File: src/atd_ram.sv
// ----------------------------------------------------------------------------
// Generic RAM
// One write port and two read ports, read data registered.
// ----------------------------------------------------------------------------
module atd_ram #(
  parameter int WIDTH = 8,
  parameter int DEPTH = 16
) (
  input  logic                     clk,
  input  logic                     we,
  input  logic [$clog2(DEPTH)-1:0] waddr,
  input  logic [WIDTH-1:0]         wdata,
  input  logic [$clog2(DEPTH)-1:0] raddr_a,
  output logic [WIDTH-1:0]         rdata_a,
  input  logic [$clog2(DEPTH)-1:0] raddr_b,
  output logic [WIDTH-1:0]         rdata_b
);

  logic [WIDTH-1:0] mem_r [DEPTH];
  logic [WIDTH-1:0] rd_a_r;
  logic [WIDTH-1:0] rd_b_r;

  always_ff @(posedge clk) begin
    if (we) begin
      mem_r[waddr] <= wdata;
    end
    rd_a_r <= mem_r[raddr_a];
    rd_b_r <= mem_r[raddr_b];
  end

  assign rdata_a = rd_a_r;
  assign rdata_b = rd_b_r;

endmodule

File: config.mk
export PLATFORM = sky130hd
export DESIGN_NAME = atd_ram
export DESIGN_NICKNAME = d
export VERILOG_FILES = /design/src/atd_ram.sv
export SDC_FILE = /design/constraint.sdc
export NUM_CORES = 1
export LEC_CHECK = 0
export ABC_AREA = 1
export BUFFER_PORTS_ARGS = -buffer_cell sky130_fd_sc_hd__clkbuf_2
export CAP_MARGIN = 30
export CORE_MARGIN = 10
export CORE_UTILIZATION = 55
export CTS_CLUSTER_DIAMETER = 120
export CTS_CLUSTER_SIZE = 30
export DETAILED_ROUTE_END_ITERATION = 8
export PLACE_DENSITY = 0.73
export SLEW_MARGIN = 20
export SYNTH_ARGS = -nofsm -noshare
export SYNTH_HDL_FRONTEND = slang
export SYNTH_SLANG_ARGS = --single-unit
File: constraint.sdc
create_clock -name clk -period 1.3 [get_ports clk]
set_input_delay 0.065 -clock clk [delete_from_list [all_inputs] [get_ports clk]]
set_output_delay 0.065 -clock clk [all_outputs]
set_load 0.03 [all_outputs]
Word-level counts from Yosys, hierarchy flattened
Memories as Yosys holds them, arrays and structs flattened. A register that Yosys moved wholly into a read port is not among the register bits. Index checks and enable logic that the tools add are counted.

$add $sub $neg: 0. Bitwise logic cells: 0. Eq/ne operators: 0. Multiplexer cells: 2. Reductions and logical operators: 0. Shifts and indexed selects: 0. $lt $le $gt $ge: 0. $mul: 0. Divide/modulo/power cells: 0.

Operator list (number): $mux 1 (2).

RAM bits: 128. Output and inout port bits: 16. Flip-flop bits (word level): 0. Logic and storage cells: 3. Bits in latches: 0. Memories kept: 1. Input bits: 22. Bits in read-only memories: 0.

Memory list: mem_r (depth 16, bits a word 8, read ports 2, clocked after Yosys merged registers in 2, wr ports 1, line 19) `logic [WIDTH-1:0] mem_r [DEPTH];`.

Logic depth before layout (Yosys ltp)
Word-level depth: 2. Mapped depth: 7. Gate-level depth less buffers: 6.

Worst setup path after synthesis
No wires, ideal clock.

Path type: input to register. From: input port waddr[2]. To: memory mem_r[10][0], enable pin. Data required time: 0.930 ns. Data arrival time: 0.646 ns. Path buffers: 0. Cell stages on the path: 2. Setup slack: 0.284 ns. Library setup time: 0.370 ns. Path through: nand3b_1 -> nor2_1.

RTL lines: from (decl) (line 11) `input logic [$clog2(DEPTH)-1:0] waddr,`; to (decl) (line 19).

No word-level cell before the write port.

Worst setup path after layout
From: register rd_b_r[2], in the netlist rdata_b[2] (read register of mem_r). To: output port rdata_b[2].

RTL lines: from (decl) (line 21) `logic [WIDTH-1:0] rd_b_r;`; to (decl) (line 16) `output logic [WIDTH-1:0] rdata_b`.

No word-level cell between the ends.

==> results.md <==
* Crit path DAT at 1080 ps
* First-pass GRT wire length at 32700 µm
* CP Cell Sequence: clkbuf_2
* WS Path Type: reg2out
* Die area at between 15000 and 20000 µm²
* Dpl ws at between 100 and 150 ps
* Status: complete, no violations
* Hold buffers post-CTS at 0
* Std-Cell Rows at 41
* Critical path origin: rdata_b[2]
* Sequential share of power at 46.4%
* Gr usage total at a little under a quarter
* Top cells by area, synth: edfxtp_1 (53%), nand3_1 (16%), nand2_1 (14%)
* Initial antenna violation count at 0
* Fin area at 8280 µm²
* Drc violations at 0
* Grt ovf at 0
* R2R cell count at 6
* Critical Path End: rdata_b[2]
* Detailed-route wire length per cell at 19.3 µm
* Initial DRT Pass Iterations at 6
* Tot Pwr at 11.3 mW
* CTS tree: done
* # IOs at 38
* Yosys cell types at 13
* Clock sinks at 144
* Net Switching at 2.72 mW
* Reg2Reg Setup Slack at 220 ps
* HPWL Detailed at between 10000 and 15000 µm
* Pin slew with the least headroom to its limit at 403 ps
* Hold_ws at 94.5 ps
* Avg Cell Area, Syn at 8.53 µm²
* RSZ-0062 raised after global routing: no
* Post-Route WL at 21000 µm
* Setup TNS at 0 ps
* Hold Path Class: in2reg
* Pint at 8.53 mW
* WL met3 at 2450 µm
* Worst-Skew Late Latency at 430 ps
* Height of the die at 135 µm
* Worst EP required at 1240 ps
* Final period util at 88.0%
* Pwr dens at approximately 1400 nW/µm²
* MaxCap Viol Count at 0
* Vias in the first global route at 6004
* Die width at 135 µm
* Worst setup SP type: flip-flop
* Critical path depth in cells at 1
* Syn_nets at 873
* Clock-pin slew on the worst setup and hold paths at about 60 ps
* Pin count of the biggest net entering global routing at 65
* Root Driver: clkbuf_16
* Gpl congestion at 0.946
* Cells after synthesis at 851
* Final non-filler cell total at 1084
* Fin crit period at approximately 1100 ps
* Placed cell count at 1052
* Vias per cell at 5.81
* Via count at 6294
* Final nets at 921
* Final-report hold violation count at 0
* # setup viols final at 0
* Peak Freq at 874 MHz
* Critical Path Max Stage Delay at about 400 ps
* Cts bufs inserted at 17
* Dominant cell type by area after synthesis: edfxtp_1
* Final WS setup at 156 ps
* Largest delay share family, worst path: flip-flops
* Clock Power Share at between 40% and 50%
* Slew Viols, Final at 0
* Worst Skew at 7.11 ps
* CTS max path bufs at 2
* Placeable Area at 12800 µm²
* Combinational Power Share at between 10% and 20%
* Buf+Inv Stages, Crit Path at 1
* Cell Area, Synth at around 7300 µm²
* Yosys warns at 0
* Highest Signal Layer: met4
* Seq/Total Area, Yosys at 57.4%
* Layout cells sized above 1 at 11.8%
* Reported leakage power at approximately 3.8 nW
* Util after Layout at 64.9%
* #FFs+latches synth at 144
* Initial Utilization at a little under three fifths
* RR Startpoint: mem_r[9][0]
* Sw Ratio at around a quarter
* Post-CTS Resized at 0
* Critical-path maximum fanout at 1
* Synthesis-to-finish area growth at 14.1%
* IR Drop Worst-Case VDD at between 0.0009 and 0.001 V
* Worst R2R End: rdata_a[0]
* Antenna diode count at 0
* CP Capture Type: primary output
* Yosys top cell area share at a little over half
* # Post-CTS Setup Buffers at 0
* H-tree level count at 4
* Met1 wire length at 8550 µm
* Placed Area at about 7700 µm²
* DR WL met2 at 9420 µm
* CP max-delay cell: dfxtp_1
* Port Buffers at 37
* Post-route antenna net violation count at 0
* Iter 0 DRT Violations at 1194
* Slew headroom at 73.1%
* Fill cells at 1063
## worst register-to-register path: cells and delay by family (launching register included)
family        cells  cell delay, ps
buf+inv           1             100
flops             1             410
simple gates      5             440
## layout by cell type, fill, tap and decap left out
cell type   count
inv_1         134
clkbuf_16      17
edfxtp_1      128
dfxtp_1        16
buf_4          34
clkinv_4        2
nor2_1         17
clkinv_2        3
clkinv_1        1
nand2_1       277
nand3_1       225
clkbuf_1        4
nand3b_1        2
inv_2           4
clkinvlp_4      2
clkbuf_2       37
bufinv_16       3
buf_12          6
## worst min-delay path by stage
stage	end	from	depth (start not counted)
global route	rdata_b[7]	raddr_b[3]	3
floorplan	mem_r[0][0]	wdata[0]	0
finish	rdata_a[2]	raddr_a[3]	3
CTS	rdata_a[2]	raddr_a[3]	3
detailed placement	rdata_b[6]	raddr_b[3]	3
global placement	rdata_a[5]	raddr_a[3]	3
## area by class of cell
cell class                      count  area, µm²  area share [%]
Multi-Input combinational cell    521       2240            27.1
Clock inverter                     11        141            1.71
Tap cell                          172        215            2.60
Sequential cell                   144       4160            50.3
Clock buffer                       21        440            5.32
Inverter                          138        518            6.25
Timing Repair Buffer               77        561            6.77
## cells by family after synthesis
logic type | count (synthesis) | synth area share [%]
buffers and inverters | 186 | 11.7
flip-flops | 144 | 57.4
AND/OR/NAND/NOR | 521 | 30.9
## Yosys cell counts
library cell    n
nand3_1       225
inv_2           4
edfxtp_1      128
inv_1         134
buf_1           1
nor2_1         17
dfxtp_1        16
nand2_1       277
nand3b_1        2
buf_4           4
buf_6          14
clkbuf_1        3
buf_2          26
## power by group through the flow
stage               Combinational [mW]  Sequential [mW]  Clock [mW]
finish                            1.22             5.23        4.81
global route                      1.32             5.23        5.08
CTS                               1.19             5.23        4.85
detailed placement                1.19             5.32           0
global placement                  1.16             5.32           0
floorplan                        0.652             5.42           0
## metal layers
layer / global-route usage, % / vias up
met2: 35.2 / 445
met5: 0 / -
met4: 9.31 / 0
li1: - / 2840
met3: 6.38 / 66
met1: 31.3 / 2943
## state kept, by name (all words and copies together), names as in the netlist
signal   count
rdata_b      8
rdata_a      8
mem_r      128
Power figures use the tool's default switching activity.
