--- src/atd_pkg.sv ---
// ----------------------------------------------------------------------------
// Tempo detector shared definitions
// Field widths, register indexes, status codes and the request and response
// bundles of the shared arithmetic units.
// ----------------------------------------------------------------------------
package atd_pkg;

  localparam int SAMPLE_W  = 16;
  localparam int CFG_W     = 18;
  localparam int CFG_IDX_W = 2;
  localparam int CHAN_W    = 2;
  localparam int RATE_W    = 18;
  localparam int BPM_W     = 9;

  localparam int TEMPO_W   = 12;
  localparam int STATUS_W  = 3;
  localparam int LAG_OUT_W = 12;

  localparam int ENV_W     = 17;
  localparam int SM_W      = 26;
  localparam int SM_FRAC   = 8;
  localparam int SCORE_W   = 64;
  localparam int K_W       = 24;
  localparam int SQ_W      = 33;
  localparam int DIV_W     = 48;
  localparam int SQ_IN_W   = 34;
  localparam int SQ_OUT_W  = 17;

  localparam logic [TEMPO_W-1:0] TEMPO_SAT = '1;

  // Configuration register indexes.
  localparam logic [CFG_IDX_W-1:0] CFG_CHANNELS  = 2'd0;
  localparam logic [CFG_IDX_W-1:0] CFG_RATE      = 2'd1;
  localparam logic [CFG_IDX_W-1:0] CFG_MIN_TEMPO = 2'd2;
  localparam logic [CFG_IDX_W-1:0] CFG_MAX_TEMPO = 2'd3;

  // Result status codes.
  localparam logic [STATUS_W-1:0] ST_OK        = 3'd0;
  localparam logic [STATUS_W-1:0] ST_SHORT     = 3'd1;
  localparam logic [STATUS_W-1:0] ST_SILENT    = 3'd2;
  localparam logic [STATUS_W-1:0] ST_LAG_RANGE = 3'd3;
  localparam logic [STATUS_W-1:0] ST_NO_PEAK   = 3'd4;

  typedef struct packed {
    logic             start;
    logic [DIV_W-1:0] dividend;
    logic [DIV_W-1:0] divisor;
  } div_req_t;

  typedef struct packed {
    logic             busy;
    logic             done;
    logic [DIV_W-1:0] quotient;
  } div_rsp_t;

  typedef struct packed {
    logic               start;
    logic [SQ_IN_W-1:0] radicand;
  } sqrt_req_t;

  typedef struct packed {
    logic                busy;
    logic                done;
    logic [SQ_OUT_W-1:0] root;
  } sqrt_rsp_t;

endpackage

--- src/atd_sqrt.sv ---
// ----------------------------------------------------------------------------
// Tempo detector square root
// Digit-by-digit floor square root, two radicand bits per cycle.
// ----------------------------------------------------------------------------
module atd_sqrt (
  input  logic               clk,
  input  logic               rst_n,
  input  atd_pkg::sqrt_req_t req,
  output atd_pkg::sqrt_rsp_t rsp
);

  localparam int XW    = atd_pkg::SQ_IN_W;
  localparam int RW    = atd_pkg::SQ_OUT_W;
  localparam int REM_W = RW + 2;
  localparam int STEPS = XW / 2;
  localparam int CNT_W = $clog2(STEPS);

  logic             busy_r;
  logic             done_r;
  logic [CNT_W-1:0] cnt_r;
  logic [XW-1:0]    x_r;
  logic [REM_W-1:0] rem_r;
  logic [RW-1:0]    root_r;
  logic [REM_W+1:0] rem_sh;
  logic [REM_W+1:0] trial;
  logic             fits;

  assign rem_sh = {rem_r, x_r[XW-1:XW-2]};
  assign trial  = (REM_W + 2)'({root_r, 2'b01});
  assign fits   = (rem_sh >= trial);

  always_ff @(posedge clk) begin
    if (!rst_n) begin
      busy_r <= 1'b0;
      done_r <= 1'b0;
    end else begin
      done_r <= 1'b0;
      if (req.start) begin
        busy_r <= 1'b1;
        cnt_r  <= CNT_W'(STEPS - 1);
        x_r    <= req.radicand;
        rem_r  <= '0;
        root_r <= '0;
      end else if (busy_r) begin
        rem_r  <= fits ? REM_W'(rem_sh - trial) : REM_W'(rem_sh);
        root_r <= {root_r[RW-2:0], fits};
        x_r    <= {x_r[XW-3:0], 2'b00};
        if (cnt_r == '0) begin
          busy_r <= 1'b0;
          done_r <= 1'b1;
        end else begin
          cnt_r <= cnt_r - 1'b1;
        end
      end
    end
  end

  assign rsp.busy = busy_r;
  assign rsp.done = done_r;
  assign rsp.root = root_r;

endmodule
--- config.mk ---
export PLATFORM = sky130hd
export DESIGN_NAME = atd_sqrt
export DESIGN_NICKNAME = d
export VERILOG_FILES = /design/src/atd_pkg.sv /design/src/atd_sqrt.sv
export SDC_FILE = /design/constraint.sdc
export NUM_CORES = 1
export LEC_CHECK = 0
export BUFFER_PORTS_ARGS = -buffer_cell sky130_fd_sc_hd__buf_4
export CAP_MARGIN = 0
export CORE_UTILIZATION = 30
export CTS_BUF_LIST = sky130_fd_sc_hd__clkbuf_2
export CTS_CLUSTER_SIZE = 10
export DETAILED_ROUTE_END_ITERATION = 10
export GPL_TIMING_DRIVEN = 1
export PLACE_DENSITY = 0.47
export SLEW_MARGIN = 25
export SYNTH_ARGS = -nofsm -noshare
export SYNTH_HDL_FRONTEND = slang
export SYNTH_SLANG_ARGS = --single-unit
--- constraint.sdc ---
create_clock -name clk -period 4.25 [get_ports clk]
set_clock_uncertainty 0.15 [all_clocks]
set_input_delay 0.6375 -clock clk [delete_from_list [all_inputs] [get_ports clk]]
set_output_delay 0.6375 -clock clk [all_outputs]
set_load 0.05 [all_outputs]
### After elaboration in Yosys (flattened, before gate mapping)

Index checks and enable logic that the tools add are counted.

* register bits after elaboration: 77

* bitwise gates (word level): 2
* reductions and logical operators: 5
* add/sub/neg operators: 2
* $lt $le $gt $ge: 1
* equality and inequality tests: 1
* multiplexer cells: 11

Operators by type and width (count)
* 2-to-1 mux 34 bit: 2
* 2-to-1 mux 19 bit: 2
* greater-or-equal comparator 21 x 19 -> 1 bit: 1
* subtractor 19 bit: 1
* 2-to-1 mux 17 bit: 1
* 2-to-1 mux 5 bit: 2
* logical NOT 5 bit: 1
* subtractor 5 x 1 -> 5 bit (second input constant): 1
* 2-to-1 mux 1 bit: 4
* AND reduction 3 bit: 1
* OR reduction 3 bit: 1
* inequality test 2 bit (second input constant): 1
* NOT 1 bit: 2
* AND reduction 2 bit: 1
* nonzero test 2 bit: 1

### Logic depth before layout (Yosys ltp)

* word-level depth: 4
* gate-level depth with buffers: 11

### Worst setup path before layout

No wires, ideal clock.

* kind: input to register
* from: in req[34] in the netlist's numbering
* to: reg cnt_r[0] (enable)
* setup slack: 674 ps
* arrival: 3082 ps
* library setup time: 343 ps
* stages: 3
* path through: buf_1 -> o21a_1 -> nor2b_1

* word-level cells in the longest chain between the ends: 2
* elaborated cells between the ends (all ways): 3
* classes of those cells: 1 x eq/ne; 2 x reduce/logical

RTL lines
* start: declaration: line atd_sqrt.sv:8 `input atd_pkg::sqrt_req_t req,`
* inequality test 2 bit (no source line) / nonzero test 2 bit (equally long branches)
* AND reduction 3 bit (no source line) *
* end signal: assignment: line atd_sqrt.sv:40 `cnt_r <= CNT_W'(STEPS - 1);`
* end signal: assignment: line atd_sqrt.sv:52 `cnt_r <= cnt_r - 1'b1;`
* end: declaration: line atd_sqrt.sv:20 `logic [CNT_W-1:0] cnt_r;`

Mark *: on every way between the ends. The rest lies on a longest branch, timed or not.
A chain may end at the register's enable or synchronous reset.

### Worst setup path in the final report

* from: reg root_r[12]
* to: reg rem_r[13], data pin

* word-level cells in the longest chain between the ends: 3

RTL lines
* start: declaration: line atd_sqrt.sv:23 `logic [RW-1:0] root_r;`
* start signal: assignment: line atd_sqrt.sv:46 `root_r <= {root_r[RW-2:0], fits};`
* greater-or-equal comparator 21 x 19 -> 1 bit: line atd_sqrt.sv:30 `assign fits = (rem_sh >= trial);`
* 2-to-1 mux 19 bit: line atd_sqrt.sv:45 `rem_r <= fits ? REM_W'(rem_sh - trial) : REM_W'(rem_sh);`
* 2-to-1 mux 19 bit: line atd_sqrt.sv:44 `end else if (busy_r) begin`
* end signal: assignment: line atd_sqrt.sv:45
* end: declaration: line atd_sqrt.sv:22 `logic [REM_W-1:0] rem_r;`

No other way between the ends. The select of a mux whose other input is x is not followed.

==> results.cfg <==
[power_and_ir_drop]
p_clk_share_pct = 22.7
seqPwrFrac_pct = 51.9
p_int_mw = 1.246
switching_share_pct = 31.02
total_power_mw = 1.806
combinationalPowerShare_pct = 25.4
power_density_nw_per_um2 = 369.9
p_leak_nw = 1.877
peakVddDrop_v = 0.0001962
p_sw_mw = 0.5603

[sta]
layout_min_cycle_time_ns = 3.263
max_freq_mhz = 306.5
tightest_slew_ns = 0.9411
period_share_pct = 76.77
rsz0062_at_grt = no
fin_ws_ns = 0.9871
final.setup.tns_ns = 0
finalMaxSlewViolations = 0
max-slew-margin-rel_pct = 37.06
setup_viol = 0
hold_viol_final = 0

[grt]
grt_pass1_vias = 2760
track_usage_pct = 12.38
grt_pass1_wl_um = 13740
grt_overflow = 0
antenna_found_initial = 0
grt_max_degree = 77

[yosys]
synthArstFlopShare_pct = 0
synth_cell_types = 45
synth_cells = 345
synth-edff-count = 75
syn_area_per_cell_um2 = 12.08
yosys_register_bits = 77
ys.flop_type = edfxtp_1
synth_nets = 402
yosys_warnings = 0
yosysSeqAreaShare_pct = 55.00
syn_area_um2 = 4168

[final_layout]
fillers = 1356
final_cell_mix = edfxtp_1, buf_4, nor2_1
final_area_um2 = 4882
final_common_cell = edfxtp_1
synthToLayoutAreaGrowth_pct = 17.14
nets = 456
multi_input_area_um2 = 1710
num_antenna_cells = 0
seqCellArea_um2 = 2292
drive_gt1_share_pct = 28.22

[cts]
cts_sinks = 77
insertion_delay_ns = 0.53
postCtsSetupBuffers = 0
clk_pin_slew_ns = 0.23
htreeDepth = 3
cts_resized = 0
cts_tree = yes
cts_inserted_buffers = 9
hold_buffers = 0
cts_root_buf = clkbuf_2
cts_buffer_depth = 2

[setup_path]
endpoint_kind = flop
worstSetupPathType = reg2reg
required_ns = 4.40
worstPathArrival_ns = 3.41
cp-startpoint = root_r[12]
r2r-start = root_r[12]
worstPathMaxFanout = 23
startpoint_type = flop

[drt]
via_count = 2681
drc = 0
wire_per_inst_um = 14.07
vias_per_cell = 4.622
drt_iter0_markers = 135
wl_um = 8158
drt-pass1-iter-count = 4
drtAntennaViolNets = 0

[die]
core.rowCount = 42
die_x_um = 119.9
die_y_um = 119.9
top_level_ports = 56
initial_core_util_pct = 31.10
core_um2 = 13400
dieArea_um2 = 14370

[placement]
gp_congestion = 0.7447
place_hpwl_um = 5478
place_area_um2 = 4741
portBuffers = 55
dpl_worst_slack_ns = 0.9223

[hold_path]
hp-class = in2reg
hold_start = rst_n

[run]
drv_cap = 0

[status]
status = completed
## power groups by stage
stage	Clock [mW]	Combinational (mW)	Sequential, mW
finish	0.410	0.458	0.938
global route	0.456	0.516	0.947
CTS	0.434	0.460	0.941
detailed placement	0	0.459	0.958
global placement	0	0.457	0.957
floorplan	0	0.318	0.982
## layer usage
| metal | global-route usage [%] | wire length (um) | up-vias |
|---|---|---|---|
| li1 | - | - | 1361 |
| met1 | 15.98 | 3879 | 1260 |
| met2 | 19.22 | 3735 | 50 |
| met3 | 4.325 | 434 | 10 |
| met4 | 4.219 | 108 | 0 |
| met5 | 0 | 0 | - |
## cell type report
class                      instances  area share (%)
sequential                        77           46.95
multi-input combinational        229           35.03
timing repair buffer              58           9.329
tap                              176           4.511
inverter                          24           1.845
clock inverter                     6           1.307
clock buffer                      10           1.025
## kinds of logic after synthesis
family | Yosys count | share of synthesized area (%)
buffers and inverters | 39 | 4.143
adders and majority gates | 20 | 6.004
AOI/OAI and AO/OA | 51 | 8.286
and+or+nand+nor | 95 | 11.05
xor gates and xnor gates | 19 | 3.993
muxes | 44 | 11.53
DFF | 77 | 55.00
## cell usage after synthesis, types with 3 or more instances
cell type	n	share of area [%]
a211oi_1	4	0.72
a21o_1	3	0.54
a21oi_1	17	2.0
a31oi_1	4	0.60
buf_1	5	0.45
buf_2	3	0.36
clkbuf_1	3	0.27
edfxtp_1	75	54
ha_1	20	6.0
inv_1	23	2.1
mux2_2	32	8.6
mux2i_1	12	2.9
nand2_1	17	1.5
nand2b_1	3	0.45
nand3b_1	3	0.54
nand4_1	4	0.60
nor2_1	43	3.9
nor2b_1	4	0.60
nor3_1	7	0.84
o21ai_0	9	1.1
o21ai_1	6	0.72
xnor2_1	8	1.7
xor2_1	11	2.3
## registers in the layout (all words and copies together), names as in the netlist
name,cells
root_r,17
rem_r,19
busy_r,1
x_r,34
cnt_r,5
done_r,1
## worst max-delay path, cell delays in order, from the launching register on
cell	delay, ns
edfxtp_1	0.45
inv_1	0.12
ha_1	0.30
and3_4	0.23
and3_4	0.21
a2111oi_4	0.30
nand3_2	0.14
a41oi_4	0.77
mux2i_1	0.31
nor2_1	0.06
## final timing paths
| path | end | slack (ns) | cells after the start |
|---|---|---|---|
| hold / removal | done_r | 0.18 | 2 |
| setup reg to reg | rem_r[13] | 0.99 | 9 |
| hold reg to reg | done_r | 0.38 | 1 |
| setup / recovery | rem_r[13] | 0.99 | 9 |
## metrics by stage
| step | hold WS [ns] | instances | util [%] |
|---|---|---|---|
| 6_report | 0.1795 | 580 | 36.43 |
| 3_3_place_gp | 0.3567 | 563 | 35.38 |
| 4_1_cts | 0.1156 | 579 | 36.23 |
| 3_5_place_dp | 0.3521 | 563 | 35.38 |
| 2_1_floorplan | 0.3251 | 345 | - |
| 5_1_grt | 0.1116 | 580 | 36.43 |
Note: power is estimated with default switching activity, not from simulation.
