--- config.mk ---
export PLATFORM = sky130hd
export DESIGN_NAME = atd_div
export DESIGN_NICKNAME = d
export VERILOG_FILES = /design/src/atd_pkg.sv /design/src/atd_div.sv
export SDC_FILE = /design/constraint.sdc
export NUM_CORES = 1
export LEC_CHECK = 0
export BUFFER_PORTS_ARGS = -buffer_cell sky130_fd_sc_hd__buf_2
export CORE_MARGIN = 4
export CORE_UTILIZATION = 52
export CTS_BUF_LIST = sky130_fd_sc_hd__clkbuf_4 sky130_fd_sc_hd__clkbuf_8 sky130_fd_sc_hd__clkbuf_16
export DETAILED_ROUTE_END_ITERATION = 7
export GPL_TIMING_DRIVEN = 0
export PLACE_DENSITY = 0.77
export SYNTH_ARGS = -nofsm -noshare
export SYNTH_HDL_FRONTEND = slang
export SYNTH_SLANG_ARGS = --single-unit
--- constraint.sdc ---
create_clock -name clk -period 4.34 [get_ports clk]
set_input_delay 0.868 -clock clk [delete_from_list [all_inputs] [get_ports clk]]
set_output_delay 0.868 -clock clk [all_outputs]
set_load 0.005 [all_outputs]
--- src/atd_pkg.sv ---
// ----------------------------------------------------------------------------
// Tempo detector shared definitions
// Field widths, register indexes, status codes and the request and response
// bundles of the shared arithmetic units.
// ----------------------------------------------------------------------------
package atd_pkg;

  localparam int SAMPLE_W  = 16;
  localparam int CFG_W     = 18;
  localparam int CFG_IDX_W = 2;
  localparam int CHAN_W    = 2;
  localparam int RATE_W    = 18;
  localparam int BPM_W     = 9;

  localparam int TEMPO_W   = 12;
  localparam int STATUS_W  = 3;
  localparam int LAG_OUT_W = 12;

  localparam int ENV_W     = 17;
  localparam int SM_W      = 26;
  localparam int SM_FRAC   = 8;
  localparam int SCORE_W   = 64;
  localparam int K_W       = 24;
  localparam int SQ_W      = 33;
  localparam int DIV_W     = 48;
  localparam int SQ_IN_W   = 34;
  localparam int SQ_OUT_W  = 17;

  localparam logic [TEMPO_W-1:0] TEMPO_SAT = '1;

  // Configuration register indexes.
  localparam logic [CFG_IDX_W-1:0] CFG_CHANNELS  = 2'd0;
  localparam logic [CFG_IDX_W-1:0] CFG_RATE      = 2'd1;
  localparam logic [CFG_IDX_W-1:0] CFG_MIN_TEMPO = 2'd2;
  localparam logic [CFG_IDX_W-1:0] CFG_MAX_TEMPO = 2'd3;

  // Result status codes.
  localparam logic [STATUS_W-1:0] ST_OK        = 3'd0;
  localparam logic [STATUS_W-1:0] ST_SHORT     = 3'd1;
  localparam logic [STATUS_W-1:0] ST_SILENT    = 3'd2;
  localparam logic [STATUS_W-1:0] ST_LAG_RANGE = 3'd3;
  localparam logic [STATUS_W-1:0] ST_NO_PEAK   = 3'd4;

  typedef struct packed {
    logic             start;
    logic [DIV_W-1:0] dividend;
    logic [DIV_W-1:0] divisor;
  } div_req_t;

  typedef struct packed {
    logic             busy;
    logic             done;
    logic [DIV_W-1:0] quotient;
  } div_rsp_t;

  typedef struct packed {
    logic               start;
    logic [SQ_IN_W-1:0] radicand;
  } sqrt_req_t;

  typedef struct packed {
    logic                busy;
    logic                done;
    logic [SQ_OUT_W-1:0] root;
  } sqrt_rsp_t;

endpackage

--- src/atd_div.sv ---
// ----------------------------------------------------------------------------
// Tempo detector divider
// Restoring unsigned divider producing one quotient bit per cycle.
// ----------------------------------------------------------------------------
module atd_div (
  input  logic              clk,
  input  logic              rst_n,
  input  atd_pkg::div_req_t req,
  output atd_pkg::div_rsp_t rsp
);

  localparam int W     = atd_pkg::DIV_W;
  localparam int CNT_W = $clog2(W);

  logic             busy_r;
  logic             done_r;
  logic [CNT_W-1:0] cnt_r;
  logic [W-1:0]     rem_r;
  logic [W-1:0]     quo_r;
  logic [W-1:0]     dsr_r;
  logic [W:0]       rem_sh;
  logic             fits;

  assign rem_sh = {rem_r, quo_r[W-1]};
  assign fits   = (rem_sh >= {1'b0, dsr_r});

  always_ff @(posedge clk) begin
    if (!rst_n) begin
      busy_r <= 1'b0;
      done_r <= 1'b0;
    end else begin
      done_r <= 1'b0;
      if (req.start) begin
        busy_r <= 1'b1;
        cnt_r  <= CNT_W'(W - 1);
        rem_r  <= '0;
        quo_r  <= req.dividend;
        dsr_r  <= req.divisor;
      end else if (busy_r) begin
        rem_r <= fits ? W'(rem_sh - {1'b0, dsr_r}) : rem_sh[W-1:0];
        quo_r <= {quo_r[W-2:0], fits};
        if (cnt_r == '0) begin
          busy_r <= 1'b0;
          done_r <= 1'b1;
        end else begin
          cnt_r <= cnt_r - 1'b1;
        end
      end
    end
  end

  assign rsp.busy     = busy_r;
  assign rsp.done     = done_r;
  assign rsp.quotient = quo_r;

endmodule

Yosys cells after proc, flatten, opt, wreduce, memory -nomap -nowiden --
Index checks and enable logic that the tools add are counted. Widths: inputs -> output; s select.
Operators by class: add/subtract/negate cells 2, $lt $le $gt $ge 1, eq/ne operators 1, mux-type cells 10, bitwise operators 2, reduce and logical (&&, ||, !) cells 6
Operators with widths (count):
- $mux 48 | 4
- $ge 49x48->1 | 1
- $sub 48x48->48 | 1
- $mux 6 | 2
- $logic_not 6->1 | 1
- $sub 6x1->6 const B | 1
- $mux 1 | 4
- $reduce_and 2->1 | 2
- $reduce_and 3->1 | 1
- $reduce_or 3->1 | 1
- $ne 2x2->1 const B | 1
- $not 1->1 | 2
- $reduce_bool 2->1 | 1
Word-level totals: register bits after elaboration 152, input bits 99, output and inout port bits 50, word-level logic and storage cells 28

Longest topological paths before layout --
Gate-level depths: netlist of run 1.
word-level depth 4, depth in mapped cells 14, depth with buffers taken out 12

Least setup slack after synthesis of run 1 --
No wires, ideal clock.
path kind input-to-reg, start input port req[96] (netlist bit), end register cnt_r[0], enable pin, setup time 320 ps, arrival time 4034 ps, required time 4020 ps, path slack -15 ps, stages on the path 4, path buffers 2, cell sequence clkbuf_1 -> clkbuf_1 -> o21a_1 -> o21a_1
On the way: word-level cells in the longest chain between the ends 2, elaborated cells between the ends (all ways) 3, classes of those cells 1 x eq/ne; 2 x reduce/logical
Ends and longest elaborated chain:
- from (decl) | line atd_div.sv:8 | input atd_pkg::div_req_t req,
- $ne 2x2->1 (no line) / $reduce_bool 2->1 (equally long branches)
- $reduce_and 3->1 (no line) (*)
- to (signal assigned) | line atd_div.sv:35 | cnt_r <= CNT_W'(W - 1);
- to (signal assigned) | line atd_div.sv:46 | cnt_r <= cnt_r - 1'b1;
- to (decl) | line atd_div.sv:17 | logic [CNT_W-1:0] cnt_r;
Every way passes the cells marked *; elsewhere a longest branch is shown, timed or not. A chain may end at the register's enable or synchronous reset.

Worst setup path after layout of run 1 --
start register rem_r[8], end register rem_r[42], data pin
On the way: word-level cells in the longest chain between the ends 3, elaborated cells between the ends (all ways) 4, classes of those cells 1 x add/sub; 1 x order compare; 2 x mux
Ends and longest elaborated chain:
- from (decl) | line atd_div.sv:18 | logic [W-1:0] rem_r;
- from (signal assigned) | line atd_div.sv:40 | rem_r <= fits ? W'(rem_sh - {1'b0, dsr_r}) : rem_sh[W-1:0];
- $sub 48x48->48 / $ge 49x48->1 (equally long branches) | line atd_div.sv:40, atd_div.sv:25
- $mux 48 (*) | line atd_div.sv:40
- $mux 48 (*) | line atd_div.sv:39 | end else if (busy_r) begin
Every way passes the cells marked *; elsewhere a longest branch is shown, timed or not. The select of a mux whose other input is x is not followed.

==> summary.txt, run 1 <==
Global route
  – Largest net degree at the start of global routing: 53
  – Initial antenna violation count: 1
  – Total global-route track usage: 23.84%
  – First-pass GRT wire length: 37450 um
  – Global route total overflow: 0
  – Vias in the first global route: 7350

Route
  – Met3 WL: 1982 um
  – Routed wl met2: 11050 um
  – Wirelength, routed: 23140 um
  – Drt first pass iters: 6
  – Routed via count: 7232
  – Max Used Layer: met5
  – Post-route DRC: 0
  – Vias/cell: 5.772
  – Met1 WL: 9688 um
  – Detailed Route Iter0 Violations: 558
  – Wire length per cell: 18.46 um
  – ANT nets after route: 0

Synth
  – Top cell type's share of synthesized area: 49.97%
  – Post-synthesis sequential area ratio: 50.41%
  – Number of library cell types mapped by synthesis: 69
  – Asr flop ratio synth: 0%
  – Synth warn: 0
  – Synth Area per Inst: 10.58 sq um
  – Most used DFF post-synth: edfxtp_1
  – Mapped cell area: 9015 sq um
  – Post-synth EDFFs: 150
  – Syn Nets: 1002
  – Synth Register Bits: 152
  – Synth area leaders: edfxtp_1, ha_1, mux2_2
  – Gate Count Post-Synth: 852
  – Area leader, netlist: edfxtp_1

Clock network
  – Resized cells post-CTS: 0
  – Clock transition at path regs: 0.07 ns
  – CTS Sinks: 152
  – # Post-CTS Setup Buffers: 0
  – Worst skew pair latency: 0.43 ns
  – Root Driver: clkbuf_16
  – CTS tree: built
  – CTS buffer count: 17
  – H-tree levels: 4
  – CTS Hold Bufs: 0
  – Clk buf depth: 2

Power
  – Post-layout power: 4.678 mW
  – Pwr/cell area: 438.1 nW/um^2
  – Lkg Pwr: 4.530 nW
  – VDD IR max: 0.3224 mV

Flow run
  – Max-cap viol count: 0

Finish
  – Area added between synthesis and finish: 18.46%
  – Net count, final: 1170
  – Diodes inserted: 0
  – Ratio of cells with drive above 1 in the final layout: 25.46%

STA
  – Fin Hold WS: 0.4823 ns
  – Setup TNS Final: 0 ns
  – Fmax: 277.8 MHz
  – Slew HR: 45.39%
  – Slew @ Worst Pin: 0.8192 ns
  – Final hold vios: 0
  – Period utilization: 82.95%
  – Post-layout minimum cycle time: 3.600 ns
  – Max-slew violation total from the final report: 0
  – Setup violations, final: 0
  – Clock skew: 0.01423 ns
  – RSZ-0062 raised after global routing: no

Die
  – Std-Cell Rows: 47
  – Initial Util: 53.79%
  – Die X: 139.7 um
  – Die area: 19510 sq um
  – Core Region: 16760 sq um
  – Num ports: 149
  – Die Ht: 139.7 um

Place
  – Post-DP HPWL: 16850 um
  – # port buffers: 147
  – Gpl congestion: 0.9225

Setup path
  – Crit path capture type: register
  – Worst EP arrival: 3.84 ns
  – Worst setup SP type: register
  – WP data required: 4.58 ns
  – Critical path class: register to register
  – Worst-path fanout max: 10

Status
  – Status: complete, no violations

Min path
  – Worst Hold Class: register to register
==> cell type report <==
type / count / area, sq um
inverter: 66 / 247.7
buffer: 39 / 192.7
tap: 220 / 275.3
multi-input combinational: 595 / 4039
timing repair buffer: 149 / 783.3
clock inverter: 14 / 163.9
sequential: 152 / 4544
clock buffer: 18 / 432.9
fill: 1364 / 6081
==> path summary, 6_finish.rpt <==
| path | slack, ns | from | cells past startpoint | endpoint |
|---|---|---|---|---|
| max | 0.74 | rem_r[8] | 12 | rem_r[42] |
| min | 0.48 | busy_r | 2 | done_r |
| min reg2reg | 0.48 | busy_r | 2 | done_r |
| max reg2reg | 0.74 | rem_r[8] | 12 | rem_r[42] |
==> state kept, by name, summed over array words and instances (netlist names) <==
signal,flops
dsr_r,48
quo_r,48
done_r,1
busy_r,1
rem_r,48
cnt_r,6
==> metal layers <==
layer  GRT usage (%)  up-vias
met5               0        -
met4           6.170        2
met3           6.449       38
met2           40.25      325
met1           30.62     3409
li1                -     3458
==> cells in the final DEF (no fill, tap or decap), drive strengths merged, types with 7 or more instances in the layout <==
cell / instances
a211oi: 11
a21o: 29
a21oi: 83
a31oi: 7
buf: 172
clkbuf: 34
edfxtp: 150
ha: 50
inv: 73
mux2: 48
nand2: 100
nand3: 33
nand4: 16
nor2: 46
nor3: 9
o21a: 11
o21ai: 30
o21bai: 8
xnor2: 21
xor2: 16
==> report_power, final <==
part	switching, mW	internal, mW
clock network	0.660	0.872
registers	0.0620	1.78
logic	0.789	0.512
==> cell families after synthesis <==
logic type	after synthesis	share of synthesized area, %
adders and majority gates	51	7.162
AOI/OAI and AO/OA	214	15.16
muxes	48	5.996
DFF	152	50.41
xor gates and xnor gates	37	3.595
and+or+nand+nor	245	12.80
buffers and inverters	105	4.885
==> metrics by stage <==
step	instances	cell area [sq um]	setup WS [ns]	util [%]
floorplan	852	9016	0.9799	-
global placement	1219	10030	-0.01979	59.83
detailed placement	1221	10080	0.8213	60.16
CTS	1253	10680	0.7806	63.72
global route	1253	10680	0.5385	63.72
finish	1253	10680	0.7400	63.72
==> Yosys cell counts (7+ instances only) <==
| library cell | number |
|---|---|
| nand4_1 | 16 |
| nand2_1 | 100 |
| xnor2_1 | 21 |
| nor3_1 | 9 |
| ha_1 | 50 |
| nor2_1 | 46 |
| mux2_2 | 48 |
| a31oi_1 | 7 |
| buf_2 | 15 |
| a211oi_1 | 10 |
| edfxtp_1 | 150 |
| inv_1 | 65 |
| a21oi_1 | 82 |
| o21ai_0 | 23 |
| nand3_1 | 31 |
| o21a_1 | 11 |
| xor2_1 | 16 |
| o21bai_1 | 8 |
| clkbuf_1 | 15 |
| o21ai_1 | 7 |
| a21o_1 | 29 |
==> worst max-delay path: stages (launching register included) <==
cell	delay, ns
edfxtp_1	0.42
ha_1	0.29
buf_2	0.16
nand4_1	0.21
nor4_1	0.28
nand4_1	0.16
o21ai_1	0.24
nand2b_1	0.13
o31ai_1	0.14
nor2_1	0.47
buf_2	0.42
nand2_1	0.19
o21ai_0	0.29
Power figures use the tool's default switching activity.
==> inputs of run 2 (changes only) <==
CORE_UTILIZATION = 57   (was 52)
PLACE_DENSITY = 0.81   (was 0.77)
clock period = 3.7 ns   (was 4.34 ns; I/O delays follow)
==> summary.txt, run 2 (synthesis gave the netlist of run 1 again) <==
Finish
  – Area added between synthesis and finish: 18.25%
  – Commonest non-fill, non-tap cells in the layout: buf_2, edfxtp_1, nand2_1
  – Core Util, Final: 69.35% (+5.6 points)
  – Commonest non-fill, non-tap cell in the layout: buf_2
  – Fillers: 1166 (-15%)
  – Ratio of cells with drive above 1 in the final layout: 25.65% (+0.19 points)
  – Largest regs: dsr_r x48, quo_r x48, rem_r x48
  – Diodes inserted: 0 (unchanged)
  – Net count, final: 1170 (unchanged)

Route
  – Drt first pass iters: 5 (-1)
  – Routed via count: 7219 (-0.18%)
  – Post-route DRC: 0 (unchanged)
  – Wire length per cell: 17.99 um (-2.6%)
  – Wirelength, routed: 22380 um (-3.3%)
  – Vias/cell: 5.803 (+0.54%)
  – ANT nets after route: 0 (unchanged)
  – Detailed Route Iter0 Violations: 723 (+30%)

Place
  – # port buffers: 147 (unchanged)
  – Pre-CTS setup slack: 0.2316 ns (-0.5897 ns)
  – Post-DP HPWL: 16110 um (-4.4%)
  – Gpl congestion: 0.9668 (+4.8%)

Setup path
  – Worst path cell trace: inv_1 > ha_1 > fa_1 > nand2b_1 > a21oi_1 > o21ai_1 > o211ai_1 > a21oi_1 > o21bai_1 > a311oi_1 > o2111a_1 > a311o_1
  – Cell mode on critical path: a21oi_1
  – Worst setup SP type: register
  – Top delay family on crit path: compound AO/OA/AOI/OAI gates
  – Slowest stage delay, CP: 0.40 ns (-0.07 ns)
  – Buffers and inverters on the worst path: 1 (-1)
  – WP data required: 3.88 ns (-0.70 ns)
  – Worst-path fanout max: 5 (-5)
  – Worst EP arrival: 3.67 ns (-0.17 ns)
  – Critical path class: register to register
  – Crit path capture type: register
  – Slowest CP cell: edfxtp_1

STA
  – Fmax: 287.3 MHz (+3.4%)
  – Setup slack after layout: 0.2193 ns (-0.5207 ns)
  – Fin Hold WS: 0.4743 ns (-0.007981 ns)
  – Setup TNS Final: 0 ns (unchanged)
  – Setup violations, final: 0 (unchanged)
  – Final hold vios: 0 (unchanged)
  – Clock skew: 0.01327 ns (-0.0009576 ns)
  – Period utilization: 94.07% (+11 points)
  – Slew HR: 47.46% (+2.1 points)
  – Post-layout minimum cycle time: 3.481 ns (-0.1193 ns)
  – Max-slew violation total from the final report: 0 (unchanged)
  – RSZ-0062 raised after global routing: no
  – Slew @ Worst Pin: 0.7882 ns (-0.03100 ns)

Die
  – Die X: 133.8 um (-4.2%)
  – Num ports: 149 (unchanged)
  – Initial Util: 58.65% (+4.9 points)
  – Die Ht: 133.8 um (-4.2%)
  – Core Region: 15370 sq um (-8.3%)
  – Die area: 17890 sq um (-8.3%)
  – Std-Cell Rows: 45 (-4.3%)

Clock network
  – CTS Hold Bufs: 0 (unchanged)
  – # Post-CTS Setup Buffers: 0 (unchanged)
  – Clock transition at path regs: 0.07 ns (about the same)
  – CTS tree: built
  – CTS Sinks: 152 (unchanged)
  – Worst skew pair latency: 0.43 ns (about the same)
  – CTS buffer count: 17 (unchanged)
  – Root Driver: clkbuf_16
  – H-tree levels: 4 (unchanged)
  – Clk buf depth: 2 (unchanged)

Global route
  – Initial antenna violation count: 0 (-1)
  – Global route total overflow: 0 (unchanged)
  – Vias in the first global route: 7222 (-1.7%)
  – Total global-route track usage: 25.39% (+1.5 points)
  – First-pass GRT wire length: 36200 um (-3.4%)
  – Largest net degree at the start of global routing: 65 (+23%)

Status
  – Status: complete, no violations

Power
  – Lkg Pwr: 4.527 nW (about the same)
  – VDD IR max: 0.4081 mV (+27%)
  – Pwr/cell area: 508.2 nW/um^2 (+16%)

Min path
  – Worst Hold Class: register to register

Flow run
  – Max-cap viol count: 0 (unchanged)
==> run 2: through the flow <==
step	instance area (sq um)	std cells	power (mW)
CTS	10660	1244	5.412
floorplan	9016	852	3.264
global route	10660	1244	5.692
global placement	10020	1210	3.642
finish	10660	1244	5.418
detailed placement	10070	1212	3.678
==> run 2: power breakdown <==
group	switching (mW)	internal (mW)	total [mW]
logic	0.918	0.602	1.52
clock network	0.771	0.963	1.73
registers	0.0717	2.09	2.16
total	1.76	3.66	5.42
==> run 2: cell type report <==
class | instances | area [sq um] | area share, %
inverter | 66 | 247.7 | 2.324
buffer | 39 | 192.7 | 1.808
timing repair buffer | 149 | 783.3 | 7.347
clock inverter | 14 | 153.9 | 1.444
tap | 211 | 264.0 | 2.477
clock buffer | 18 | 432.9 | 4.061
sequential | 152 | 4544 | 42.63
multi-input combinational | 595 | 4041 | 37.91
==> run 2: final timing paths <==
kind	from	endpoint	slack, ns	cells past startpoint
max	quo_r[47]	rem_r[46]	0.22	12
min	busy_r	done_r	0.47	2
max reg2reg	quo_r[47]	rem_r[46]	0.22	12
min reg2reg	busy_r	done_r	0.47	2
==> run 2: metal layers <==
metal  up-vias  track usage, %  wire [um]
met1      3409           32.41       9264
met4         0           6.686        330
li1       3463               -          -
met5         -               0          0
met2       315           42.34      10860
met3        32           7.704       1928
==> run 2: what timing repair did <==
item / in CTS / in global routing
resized for setup: 0 / 1
hold endpoints to repair: 0 / 0
setup endpoints to repair: 0 / 7
==> run 2: worst min-delay path: stages (launching register included) <==
cell and delay, ns:
dfxtp_1 0.33, nand2_1 0.06, nor3_1 0.04
==> inputs of run 3 (changes only) <==
CTS_CLUSTER_DIAMETER = 100   (was default)
PLACE_DENSITY = 0.93   (was 0.81)
clock period = 3.8 ns   (was 3.7 ns; I/O delays follow)
==> summary.txt, run 3 (synthesis gave the netlist of run 1 again) <==
Status
  – Status: complete, no violations

Route
  – Detailed Route Iter0 Violations: 617 (-15%)
  – Drt first pass iters: 5 (unchanged)
  – Wire length per cell: 18.35 um (+2.0%)
  – ANT nets after route: 0 (unchanged)
  – Post-route DRC: 0 (unchanged)
  – Wirelength, routed: 22830 um (+2.0%)
  – Vias/cell: 5.939 (+2.3%)
  – Routed via count: 7388 (+2.3%)

Global route
  – Global route total overflow: 0 (unchanged)
  – First-pass GRT wire length: 36560 um (+0.99%)
  – Total global-route track usage: 25.90% (+0.51 points)
  – Vias in the first global route: 7331 (+1.5%)
  – Largest net degree at the start of global routing: 52 (-20%)
  – Initial antenna violation count: 0 (unchanged)

Finish
  – Diodes inserted: 0 (unchanged)
  – Largest regs: dsr_r x48, quo_r x48, rem_r x48
  – Net count, final: 1170 (unchanged)
  – Area added between synthesis and finish: 18.45%
  – Commonest non-fill, non-tap cell in the layout: buf_2
  – Design Area, Final: 10680 sq um (+0.16%)
  – Commonest non-fill, non-tap cells in the layout: buf_2, edfxtp_1, nand2_1
  – Ratio of cells with drive above 1 in the final layout: 25.56% (-0.097 points)

STA
  – Slew HR: 48.18% (+0.73 points)
  – Setup slack after layout: 0.2631 ns (+0.04380 ns)
  – Final hold vios: 0 (unchanged)
  – Post-layout minimum cycle time: 3.537 ns (+0.05620 ns)
  – Setup violations, final: 0 (unchanged)
  – Fmax: 282.7 MHz (-1.6%)
  – RSZ-0062 raised after global routing: no
  – Slew @ Worst Pin: 0.7773 ns (-0.01090 ns)
  – Period utilization: 93.08% (-1.0 points)
  – Clock skew: 0.01287 ns (-0.0004084 ns)
  – Max-slew violation total from the final report: 0 (unchanged)

Setup path
  – Worst EP arrival: 3.81 ns (+0.14 ns)
  – Worst-path fanout max: 10 (+5)
  – Critical path class: register to register
  – Worst path cell trace: ha_1 > buf_2 > nand4_1 > nor4_1 > nand4_1 > o21ai_1 > nand2b_1 > o31ai_1 > nor2_1 > buf_2 > nand2_1 > o21ai_0
  – Worst setup SP type: register
  – Slowest CP cell: nor2_1
  – Crit path capture type: register
  – WP data required: 4.07 ns (+0.19 ns)
  – Slowest stage delay, CP: 0.52 ns (+0.12 ns)

Place
  – Gpl congestion: 0.9355 (-3.2%)
  – Pre-CTS setup slack: 0.4311 ns (+0.1995 ns)
  – # port buffers: 147 (unchanged)
  – Cell Area, Placed: 10070 sq um (unchanged)
  – Post-DP HPWL: 16600 um (+3.0%)

Clock network
  – Worst skew pair latency: 0.44 ns (about the same)
  – Resized cells post-CTS: 0 (unchanged)
  – CTS tree: built
  – Clock transition at path regs: 0.07 ns (about the same)
  – H-tree levels: 4 (unchanged)
  – Clk buf depth: 2 (unchanged)
  – CTS Hold Bufs: 0 (unchanged)
  – Root Driver: clkbuf_16
  – CTS Sinks: 152 (unchanged)
  – CTS buffer count: 17 (unchanged)
  – # Post-CTS Setup Buffers: 0 (unchanged)

Die
  – Std-Cell Rows: 45 (unchanged)
  – Die Ht: 133.8 um (unchanged)
  – Initial Util: 58.65% (unchanged)
  – Core Region: 15370 sq um (unchanged)
  – Die area: 17890 sq um (unchanged)
  – Num ports: 149 (unchanged)
  – Die X: 133.8 um (unchanged)

Flow run
  – Max-cap viol count: 0 (unchanged)

Power
  – VDD IR max: 0.4364 mV (+6.9%)
  – Pwr/cell area: 499.7 nW/um^2 (-1.7%)
  – Lkg Pwr: 4.528 nW (about the same)

Min path
  – Worst Hold Class: register to register
[run 3: critical path, delay by kind of cell (launching register included)]
family,cells,cell delay (ns)
buffers and inverters,2,0.60
flip-flops,1,0.40
AO/OA/AOI/OAI,3,0.61
AND/OR/NAND/NOR,6,1.45
adder cells (fa/ha/maj),1,0.30
[run 3: through the flow]
step           power [mW]  setup TNS, ns  utilization [%]  hold slack [ns]  cells
3_5_place_dp        3.582              0            65.52           0.4567   1212
5_1_grt             5.590              0            69.47           0.4749   1244
6_report            5.336              0            69.47           0.4636   1244
3_3_place_gp        3.528         -8.839            65.16           0.4409   1210
4_1_cts             5.309              0            69.47           0.4668   1244
2_1_floorplan       3.178              0                -           0.4278    852
[run 3: layout make-up]
| cell class | count | area (sq um) |
|---|---|---|
| inverter | 66 | 247.7 |
| clock inverter | 15 | 181.4 |
| buffer | 39 | 192.7 |
| sequential | 152 | 4544 |
| timing repair buffer | 149 | 783.3 |
| clock buffer | 17 | 425.4 |
| fill | 1141 | 4693 |
| tap | 211 | 264.0 |
| multi-input combinational | 595 | 4039 |
[run 3: worst paths after layout]
kind	startpoint	end	slack, ns	cells past startpoint
setup reg to reg	rem_r[7]	rem_r[32]	0.26	12
hold reg to reg	busy_r	done_r	0.46	2
setup / recovery	rem_r[7]	rem_r[32]	0.26	12
hold / removal	busy_r	done_r	0.46	2
[run 3: per-layer routing]
metal | share of wire, % | GRT usage [%] | up-vias
li1 | - | - | 3458
met1 | 40 | 31.96 | 3491
met2 | 48 | 42.93 | 383
met3 | 9.7 | 8.459 | 56
met4 | 2.6 | 9.029 | 0
met5 | 0 | 0 | -
[run 3: where the power goes]
| group | switching, mW | total [mW] | leakage, nW | internal (mW) |
|---|---|---|---|---|
| Sequential | 0.0735 | 2.11 | 1.45 | 2.04 |
| Combinational | 0.905 | 1.49 | 2.79 | 0.586 |
| Clock | 0.791 | 1.73 | 0.289 | 0.944 |
| Total | 1.77 | 5.34 | 4.53 | 3.57 |
